`src/hw/rtl/mmet_pkg.sv`:
```
// Shared types and constants of the multi-mode event timer.
package mmet_pkg;

    localparam int CHANNELS_DEF = 8;
    localparam int PER_W        = 32;
    localparam int CNT_W        = 16;
    localparam int ACC_W        = 40;
    localparam int AMT_W        = 48;
    localparam int QUO_W        = 41;

    localparam logic       KIND_TICK     = 1'b0;
    localparam logic       KIND_ADD      = 1'b1;
    localparam logic [1:0] MODE_INTERVAL = 2'd2;
    localparam logic [1:0] MODE_LUMPED   = 2'd3;

    typedef struct packed {
        logic [1:0]       mode;
        logic [PER_W-1:0] period;
        logic [CNT_W-1:0] remaining;
        logic [ACC_W-1:0] accumulated;
        logic [PER_W-1:0] carry;
    } chan_rec_t;

endpackage

```
`src/hw/rtl/mmet_div.sv`:
```
// Restoring divider, one quotient bit per cycle.
module mmet_div
    import mmet_pkg::*;
(
    input  logic             aclk,
    input  logic             aresetn,
    input  logic             start,
    input  logic [QUO_W-1:0] dividend,
    input  logic [PER_W-1:0] divisor,
    output logic             done,
    output logic [QUO_W-1:0] quotient,
    output logic [PER_W-1:0] remainder
);

    logic [QUO_W-1:0] q_reg;
    logic [PER_W-1:0] r_reg;
    logic [PER_W-1:0] d_reg;
    logic [5:0]       cnt_reg;
    logic             busy_reg;
    logic             done_reg;
    logic [PER_W:0]   trial;
    logic             fits;

    assign trial = {r_reg, q_reg[QUO_W-1]};
    assign fits  = trial >= {1'b0, d_reg};

    always_ff @(posedge aclk) begin
        if (!aresetn) begin
            busy_reg <= 1'b0;
            cnt_reg  <= '0;
            done_reg <= 1'b0;
        end else if (start) begin
            busy_reg <= 1'b1;
            done_reg <= 1'b0;
            cnt_reg  <= 6'(QUO_W);
            q_reg    <= dividend;
            r_reg    <= '0;
            d_reg    <= divisor;
        end else if (busy_reg) begin
            r_reg    <= fits ? PER_W'(trial - {1'b0, d_reg}) : trial[PER_W-1:0];
            q_reg    <= {q_reg[QUO_W-2:0], fits};
            cnt_reg  <= cnt_reg - 6'd1;
            busy_reg <= (cnt_reg != 6'd1);
            done_reg <= (cnt_reg == 6'd1);
        end else begin
            done_reg <= 1'b0;
        end
    end

    assign done      = done_reg;
    assign quotient  = q_reg;
    assign remainder = r_reg;

endmodule

```
`src/hw/rtl/multi_mode_event_timer.sv`:
```
// Top level of the multi-mode event timer: channel memory, sequencer and result stage.
//
//  channel | dir | tdata (lsb first)                                      | tuser / tlast
//  s_      | in  | channel, mode, period, count, start_elapsed,           | tuser: kind
//          |     | immediate, elapsed                                     |
//  m_      | out | fired_channel, fire_times, amount                      | tlast: last
//
// An add request is written to the channel memory when it is accepted; with immediate set
// it is also evaluated, and the catch-up or lumped mode then runs the 41-step divider.
// A tick walks the channels: free channels are skipped, each active channel is loaded,
// evaluated and divided where needed, and the last result is flushed at the end.
// Channel records live in a memory with one read and one write port, and the read is
// registered.
// Reset clears the control, active and valid registers, not the channel memory. A waiting
// result stalls the walk when a second result is ready while the output register is full.
module multi_mode_event_timer
    import mmet_pkg::*;
#(
    parameter int CHANNELS = CHANNELS_DEF
) (
    input  logic         aclk,
    input  logic         aresetn,
    input  logic         s_tvalid,
    output logic         s_tready,
    // channel[2:0] mode[4:3] period[36:5] count[52:37] start_elapsed[84:53]
    // immediate[85] elapsed[117:86]
    input  logic [119:0] s_tdata,
    // kind[0]
    input  logic         s_tuser,
    output logic         m_tvalid,
    input  logic         m_tready,
    // fired_channel[2:0] fire_times[18:3] amount[66:19]
    output logic [71:0]  m_tdata,
    output logic         m_tlast
);

    localparam int AW = (CHANNELS > 1) ? $clog2(CHANNELS) : 1;

    typedef enum logic [3:0] {
        ST_IDLE, ST_SCAN, ST_LOAD, ST_EVAL, ST_DIV, ST_MUL, ST_FIN, ST_COMMIT, ST_FLUSH
    } state_t;

    logic [2:0]       in_channel;
    logic [1:0]       in_mode;
    logic [PER_W-1:0] in_period;
    logic [CNT_W-1:0] in_count;
    logic [PER_W-1:0] in_start;
    logic             in_immediate;
    logic [PER_W-1:0] in_elapsed;

    assign in_channel   = s_tdata[2:0];
    assign in_mode      = s_tdata[4:3];
    assign in_period    = s_tdata[36:5];
    assign in_count     = s_tdata[52:37];
    assign in_start     = s_tdata[84:53];
    assign in_immediate = s_tdata[85];
    assign in_elapsed   = s_tdata[117:86];

    state_t            state_reg;
    logic [CHANNELS-1:0] active_reg;
    logic [AW-1:0]     idx_reg;
    logic              tick_reg;
    logic [PER_W-1:0]  el_reg;
    logic [1:0]        mode_reg;
    logic [PER_W-1:0]  per_reg;
    logic [CNT_W-1:0]  rem_reg;
    logic [ACC_W-1:0]  acc_reg;
    logic [PER_W-1:0]  carry_reg;
    logic [AMT_W-1:0]  prod_reg;
    logic              res_valid_reg;
    logic [CNT_W-1:0]  res_times_reg;
    logic [AMT_W-1:0]  res_amount_reg;
    logic              pend_valid_reg;
    logic [2:0]        pend_ch_reg;
    logic [CNT_W-1:0]  pend_times_reg;
    logic [AMT_W-1:0]  pend_amount_reg;
    logic              m_tvalid_reg;
    logic [71:0]       m_tdata_reg;
    logic              m_tlast_reg;

    chan_rec_t rec_mem [CHANNELS];
    chan_rec_t rd_reg;
    chan_rec_t wr_data;
    logic      wr_en;
    logic [AW-1:0] wr_addr;

    logic [AW+2:0] ch_wide;
    logic [AW-1:0] ch_addr;
    logic [AW+2:0] idx_wide;
    logic [2:0]    cur_ch;
    logic          accept;
    logic          add_ok;
    logic          out_free;
    logic          push_out;
    logic          div_start;
    logic [QUO_W-1:0] div_q;
    logic [PER_W-1:0] div_r;
    logic          div_done;
    logic [QUO_W-1:0] rem_wide;
    logic          q_covers;
    logic [ACC_W:0] sat_sum;

    assign ch_wide  = {{AW{1'b0}}, in_channel};
    assign ch_addr  = ch_wide[AW-1:0];
    assign idx_wide = {3'b000, idx_reg};
    assign cur_ch   = idx_wide[2:0];
    assign s_tready = (state_reg == ST_IDLE);
    assign accept   = s_tvalid && s_tready;
    assign add_ok   = ({29'd0, in_channel} < 32'(CHANNELS)) && !active_reg[ch_addr]
                      && (in_period != '0) && (in_count != '0);
    assign out_free = !m_tvalid_reg || m_tready;
    assign push_out = out_free && pend_valid_reg
                      && ((state_reg == ST_COMMIT && res_valid_reg) || state_reg == ST_FLUSH);
    assign rem_wide = {{(QUO_W-CNT_W){1'b0}}, rem_reg};
    assign q_covers = div_q >= rem_wide;
    assign sat_sum  = {1'b0, rd_reg.accumulated} + {{(ACC_W+1-PER_W){1'b0}}, el_reg};
    assign div_start = (state_reg == ST_EVAL) && (acc_reg >= {8'd0, per_reg})
                       && (mode_reg != MODE_INTERVAL);

    mmet_div u_div (
        .aclk      (aclk),
        .aresetn   (aresetn),
        .start     (div_start),
        .dividend  ((mode_reg == MODE_LUMPED)
                    ? ({1'b0, acc_reg} + {9'd0, carry_reg}) : {1'b0, acc_reg}),
        .divisor   (per_reg),
        .done      (div_done),
        .quotient  (div_q),
        .remainder (div_r)
    );

    always_comb begin
        wr_en   = 1'b0;
        wr_addr = idx_reg;
        wr_data = '{mode: mode_reg, period: per_reg, remaining: rem_reg,
                    accumulated: acc_reg, carry: carry_reg};
        if (accept && s_tuser == KIND_ADD && add_ok) begin
            wr_en   = 1'b1;
            wr_addr = ch_addr;
            wr_data = '{mode: in_mode, period: in_period, remaining: in_count,
                        accumulated: {8'd0, in_start}, carry: '0};
        end else if (state_reg == ST_COMMIT) begin
            wr_en = 1'b1;
        end
    end

    always_ff @(posedge aclk) begin
        if (wr_en) begin
            rec_mem[wr_addr] <= wr_data;
        end
        rd_reg <= rec_mem[idx_reg];
    end

    always_ff @(posedge aclk) begin
        if (!aresetn) begin
            state_reg      <= ST_IDLE;
            active_reg     <= '0;
            idx_reg        <= '0;
            tick_reg       <= 1'b0;
            res_valid_reg  <= 1'b0;
            pend_valid_reg <= 1'b0;
            m_tvalid_reg   <= 1'b0;
            m_tlast_reg    <= 1'b0;
        end else begin
            if (push_out) begin
                m_tvalid_reg <= 1'b1;
            end else if (m_tready) begin
                m_tvalid_reg <= 1'b0;
            end
            case (state_reg)
                ST_IDLE: begin
                    if (accept) begin
                        res_valid_reg <= 1'b0;
                        if (s_tuser == KIND_TICK) begin
                            tick_reg  <= 1'b1;
                            el_reg    <= in_elapsed;
                            idx_reg   <= '0;
                            state_reg <= ST_SCAN;
                        end else if (add_ok) begin
                            tick_reg          <= 1'b0;
                            active_reg[ch_addr] <= 1'b1;
                            idx_reg           <= ch_addr;
                            mode_reg          <= in_mode;
                            per_reg           <= in_period;
                            rem_reg           <= in_count;
                            acc_reg           <= {8'd0, in_start};
                            carry_reg         <= '0;
                            state_reg         <= in_immediate ? ST_EVAL : ST_IDLE;
                        end
                    end
                end
                ST_SCAN: begin
                    res_valid_reg <= 1'b0;
                    if (active_reg[idx_reg]) begin
                        state_reg <= ST_LOAD;
                    end else if (idx_reg == AW'(CHANNELS - 1)) begin
                        state_reg <= ST_FLUSH;
                    end else begin
                        idx_reg <= idx_reg + 1'b1;
                    end
                end
                ST_LOAD: begin
                    mode_reg  <= rd_reg.mode;
                    per_reg   <= rd_reg.period;
                    rem_reg   <= rd_reg.remaining;
                    carry_reg <= rd_reg.carry;
                    acc_reg   <= sat_sum[ACC_W] ? '1 : sat_sum[ACC_W-1:0];
                    state_reg <= ST_EVAL;
                end
                ST_EVAL: begin
                    if (acc_reg < {8'd0, per_reg}) begin
                        state_reg <= ST_COMMIT;
                    end else if (mode_reg == MODE_INTERVAL) begin
                        res_valid_reg  <= 1'b1;
                        res_times_reg  <= CNT_W'(1);
                        res_amount_reg <= {16'd0, per_reg};
                        acc_reg        <= '0;
                        rem_reg        <= rem_reg - 1'b1;
                        state_reg      <= ST_COMMIT;
                    end else begin
                        state_reg <= ST_DIV;
                    end
                end
                ST_DIV: begin
                    if (div_done) begin
                        if (q_covers) begin
                            state_reg <= ST_MUL;
                        end else begin
                            res_valid_reg <= 1'b1;
                            rem_reg       <= rem_reg - div_q[CNT_W-1:0];
                            if (mode_reg == MODE_LUMPED) begin
                                res_times_reg  <= CNT_W'(1);
                                res_amount_reg <= {8'd0, acc_reg};
                                carry_reg      <= div_r;
                                acc_reg        <= '0;
                            end else begin
                                res_times_reg  <= div_q[CNT_W-1:0];
                                res_amount_reg <= {16'd0, per_reg};
                                acc_reg        <= {8'd0, div_r};
                            end
                            state_reg <= ST_COMMIT;
                        end
                    end
                end
                ST_MUL: begin
                    prod_reg  <= {16'd0, per_reg} * {32'd0, rem_reg};
                    state_reg <= ST_FIN;
                end
                ST_FIN: begin
                    res_valid_reg <= 1'b1;
                    rem_reg       <= '0;
                    if (mode_reg == MODE_LUMPED) begin
                        res_times_reg  <= CNT_W'(1);
                        res_amount_reg <= prod_reg - {16'd0, carry_reg};
                        carry_reg      <= '0;
                        acc_reg        <= '0;
                    end else begin
                        res_times_reg  <= rem_reg;
                        res_amount_reg <= {16'd0, per_reg};
                        acc_reg        <= acc_reg - prod_reg[ACC_W-1:0];
                    end
                    state_reg <= ST_COMMIT;
                end
                ST_COMMIT: begin
                    if (!(res_valid_reg && pend_valid_reg && !out_free)) begin
                        if (rem_reg == '0) begin
                            active_reg[idx_reg] <= 1'b0;
                        end
                        if (res_valid_reg) begin
                            if (pend_valid_reg) begin
                                m_tlast_reg  <= 1'b0;
                                m_tdata_reg  <= {5'd0, pend_amount_reg, pend_times_reg,
                                                 pend_ch_reg};
                            end
                            pend_valid_reg  <= 1'b1;
                            pend_ch_reg     <= cur_ch;
                            pend_times_reg  <= res_times_reg;
                            pend_amount_reg <= res_amount_reg;
                        end
                        if (tick_reg && idx_reg != AW'(CHANNELS - 1)) begin
                            idx_reg   <= idx_reg + 1'b1;
                            state_reg <= ST_SCAN;
                        end else begin
                            state_reg <= ST_FLUSH;
                        end
                    end
                end
                ST_FLUSH: begin
                    if (!pend_valid_reg) begin
                        state_reg <= ST_IDLE;
                    end else if (out_free) begin
                        m_tlast_reg    <= 1'b1;
                        m_tdata_reg    <= {5'd0, pend_amount_reg, pend_times_reg, pend_ch_reg};
                        pend_valid_reg <= 1'b0;
                        state_reg      <= ST_IDLE;
                    end
                end
                default: begin
                    state_reg <= ST_IDLE;
                end
            endcase
        end
    end

    assign m_tvalid = m_tvalid_reg;
    assign m_tdata  = m_tdata_reg;
    assign m_tlast  = m_tlast_reg;

endmodule

```
`config.mk`:
```
export PLATFORM = sky130hd
export DESIGN_NAME = multi_mode_event_timer
export DESIGN_NICKNAME = d
export VERILOG_FILES = /design/src/hw/rtl/mmet_pkg.sv /design/src/hw/rtl/mmet_div.sv /design/src/hw/rtl/multi_mode_event_timer.sv
export SDC_FILE = /design/constraint.sdc
export NUM_CORES = 2
export LEC_CHECK = 0
export BUFFER_PORTS_ARGS = -buffer_cell sky130_fd_sc_hd__buf_4
export CAP_MARGIN = 30
export CORE_ASPECT_RATIO = 1.2
export CORE_MARGIN = 10
export CORE_UTILIZATION = 50
export CTS_BUF_LIST = sky130_fd_sc_hd__clkbuf_8
export DETAILED_ROUTE_END_ITERATION = 10
export PLACE_DENSITY = 0.66
export SLEW_MARGIN = 20
export SYNTH_ARGS = -nofsm -noshare
export SYNTH_HDL_FRONTEND = slang
export SYNTH_SLANG_ARGS = --single-unit
```
`constraint.sdc`:
```
create_clock -name aclk -period 22.1 [get_ports aclk]
set_input_delay 3.315 -clock aclk [delete_from_list [all_inputs] [get_ports aclk]]
set_output_delay 3.315 -clock aclk [all_outputs]
set_load 0.01 [all_outputs]
```
==> flow_summary.ini <==
[status]
status = finished clean

[route]
wl_mm = 286.1
wl_met2_mm = 122.2
topRoutingLayerUsed = met5
drt_iter0_markers = 7659
ant_nets = 0
drtPass1Iterations = 9
num_vias = 60730
wl_met3_mm = 34.74
wl_per_cell_um = 29.35
met1_length_mm = 111.8
remaining_drc_errors = 0
via_per_inst = 6.232

[timing]
fin_tns_setup_ns = 0
finalHoldViolations = 0
finalWorstPathRequiredPeriod_ns = 9.034
maxSlewHeadroom_pct = 28.35
rsz0062_at_grt = no
final_max_slew_viol_count = 0
finalCritPeriodShare_pct = 40.88
hold_ws_ns = 0.4132
worst_pin_slew_ns = 1.075
setup_violations = 0
finalClockSkew_ns = 0.07495
fmax_mhz = 110.7

[setup_path]
worstPathCellList = clkinv_1, nor2_1, fa_1, fa_1, fa_1, fa_1, fa_1, inv_1, fa_1, inv_1, ha_1, nand4_1, nor2_1, nor4b_1, o31ai_1, nand3_1, o31ai_1, o21ai_1, nand4_1, a31oi_1, mux2i_1, nand2_1
worstPathRequired_ns = 22.80
max_stage_delay_ns = 1.03
crit_fanout = 11
worstSetupStartpointType = register
path_class = reg2reg
cpMostUsedCell = fa_1
endpoint_kind = register
cp_slowest_cell = edfxtp_1
worstPathArrival_ns = 9.73

[synth]
ys_ff_latch = 1631
yosysTopAreaCellShare_pct = 52.14
syn_inst = 7004
synth.distinct_cells = 95
ys_dominant_reg_cell = edfxtp_1
ys_async_sr_fraction_pct = 0
ys_seq_area_share_pct = 55.66
synth_area_leaders = edfxtp_1 52%, fa_1 10%, ha_1 5.2%, a22oi_1 4.6%, dfxtp_1 3.5%
synth_top_area_cell = edfxtp_1
syn_avg_cell_area_sq_um = 12.18
ys_warn_count = 0
synth_area_sq_mm = 0.08530
synth-edff-count = 1481

[place]
io_buffers = 192
place_area_sq_mm = 0.08958
dp.cells = 9259
gp_congestion = 1.018
post-dp-hpwl_mm = 196.9

[clock_network]
clock_sinks = 1631
cts_tree = yes
numCtsBuffers = 274
cts_root_buffer = clkbuf_8
htreeDepth = 5
cts_resized = 0
clk_pin_slew_ns = 0.08
cts_setup_buffers = 0
clkLatencyLatePin_ns = 1.04
cts_buffer_depth = 4
ctsHoldBuffers = 0

[grt]
grt_pass1_wl_mm = 408.5
grt-ovfl-total = 0
grt_antenna_before_repair = 24
grt_pass1_vias = 59520
grt.total_usage_pct = 29.85
grt_max_degree = 123

[finish]
layout-drive-gt1-share_pct = 10.44
instances_no_fill = 9745
largest_reg_flops = 976
nets = 8175
postLayoutCellArea_sq_mm = 0.09478
synthToLayoutAreaGrowth_pct = 11.12

[floorplanning]
die_h_um = 472.5
dieArea_sq_mm = 0.1876
rows = 166
die-width_um = 397.0
core-area_sq_mm = 0.1701
ios = 200
start_util_pct = 50.14

[min_path]
min_path_type = reg2reg

[run]
drv_cap = 0
cell type report:
| type | count | area (sq um) |
|---|---|---|
| timing repair buffer | 328 | 2608 |
| fill | 14230 | 75330 |
| sequential | 1631 | 47480 |
| inverter | 668 | 2507 |
| antenna | 7 | 17.52 |
| multi-input combinational | 4369 | 34220 |
| clock inverter | 161 | 808.3 |
| clock buffer | 313 | 4308 |
| tap | 2268 | 2838 |
metrics by stage:
step	setup slack [ns]	util [%]
floorplan	7.861	-
global placement	13.15	52.60
detailed placement	13.27	52.66
CTS	13.22	55.67
global route	13.13	55.71
finish	13.07	55.72
logic make-up after synthesis:
group                      count (synthesis)  synth area share [%]
and+or+nand+nor                         1721                 9.079
other                                      1              0.004396
xor gates and xnor gates                 208                 2.136
AOI/OAI and AO/OA                       1601                 12.76
adders and majority gates                778                 15.14
buffers and inverters                   1008                 4.483
muxes                                     56                0.7364
DFF                                     1631                 55.66
placed cells by master (no fill, tap or decap), types with 40 or more instances in the layout:
master | Yosys | layout
clkbuf_8 | 0 | 313
o21ai_1 | 97 | 98
xnor2_1 | 139 | 139
clkinv_1 | 26 | 64
nor2_1 | 459 | 441
buf_4 | 5 | 311
nor2b_1 | 50 | 50
xor2_1 | 69 | 69
o21ai_0 | 192 | 190
a22o_1 | 40 | 40
fa_1 | 424 | 424
inv_1 | 641 | 726
ha_1 | 354 | 354
nand3_1 | 72 | 72
a21o_1 | 139 | 138
a21oi_1 | 269 | 268
a31oi_1 | 45 | 45
a22oi_1 | 527 | 527
nor3_1 | 47 | 40
nand4_1 | 162 | 162
and3_1 | 42 | 41
dfxtp_1 | 150 | 150
nand2_1 | 718 | 715
edfxtp_1 | 1481 | 1481
synth_stat cells, drive strengths merged (69+ instances only):
library cell	number
nor2	459
fa	424
clkbuf	294
xnor2	139
nand4	162
a22oi	527
inv	642
xor2	69
nand3	72
a21o	139
ha	354
nand2	718
o21ai	290
dfxtp	150
a21oi	272
edfxtp	1481
final timing paths:
path              depth (start not counted)      endpoint  slack (ns)                from
setup / recovery                         22  prod_reg[46]       13.07          per_reg[2]
hold reg to reg                           0   m_tdata[23]        0.41  pend_amount_reg[4]
hold / removal                            0   m_tdata[23]        0.41  pend_amount_reg[4]
setup reg to reg                         22  prod_reg[46]       13.07          per_reg[2]
worst max-delay path: cells and delay by family, from the launching register on:
| kind | cells | cell delay (ns) |
|---|---|---|
| muxes | 1 | 0.22 |
| DFF | 1 | 1.03 |
| buffers and inverters | 3 | 1.06 |
| and+or+nand+nor | 7 | 2.10 |
| adders and majority gates | 7 | 3.30 |
| AOI/OAI and AO/OA | 4 | 1.01 |
layer usage:
layer	GRT usage [%]	vias up
met1	40.56	30310
met2	43.59	3764
li1	-	25960
met5	0	-
met4	16.05	16
met3	8.048	684
Power is not shown: default switching activity piles up to over one toggle a cycle in this logic, so the estimate is an artifact.
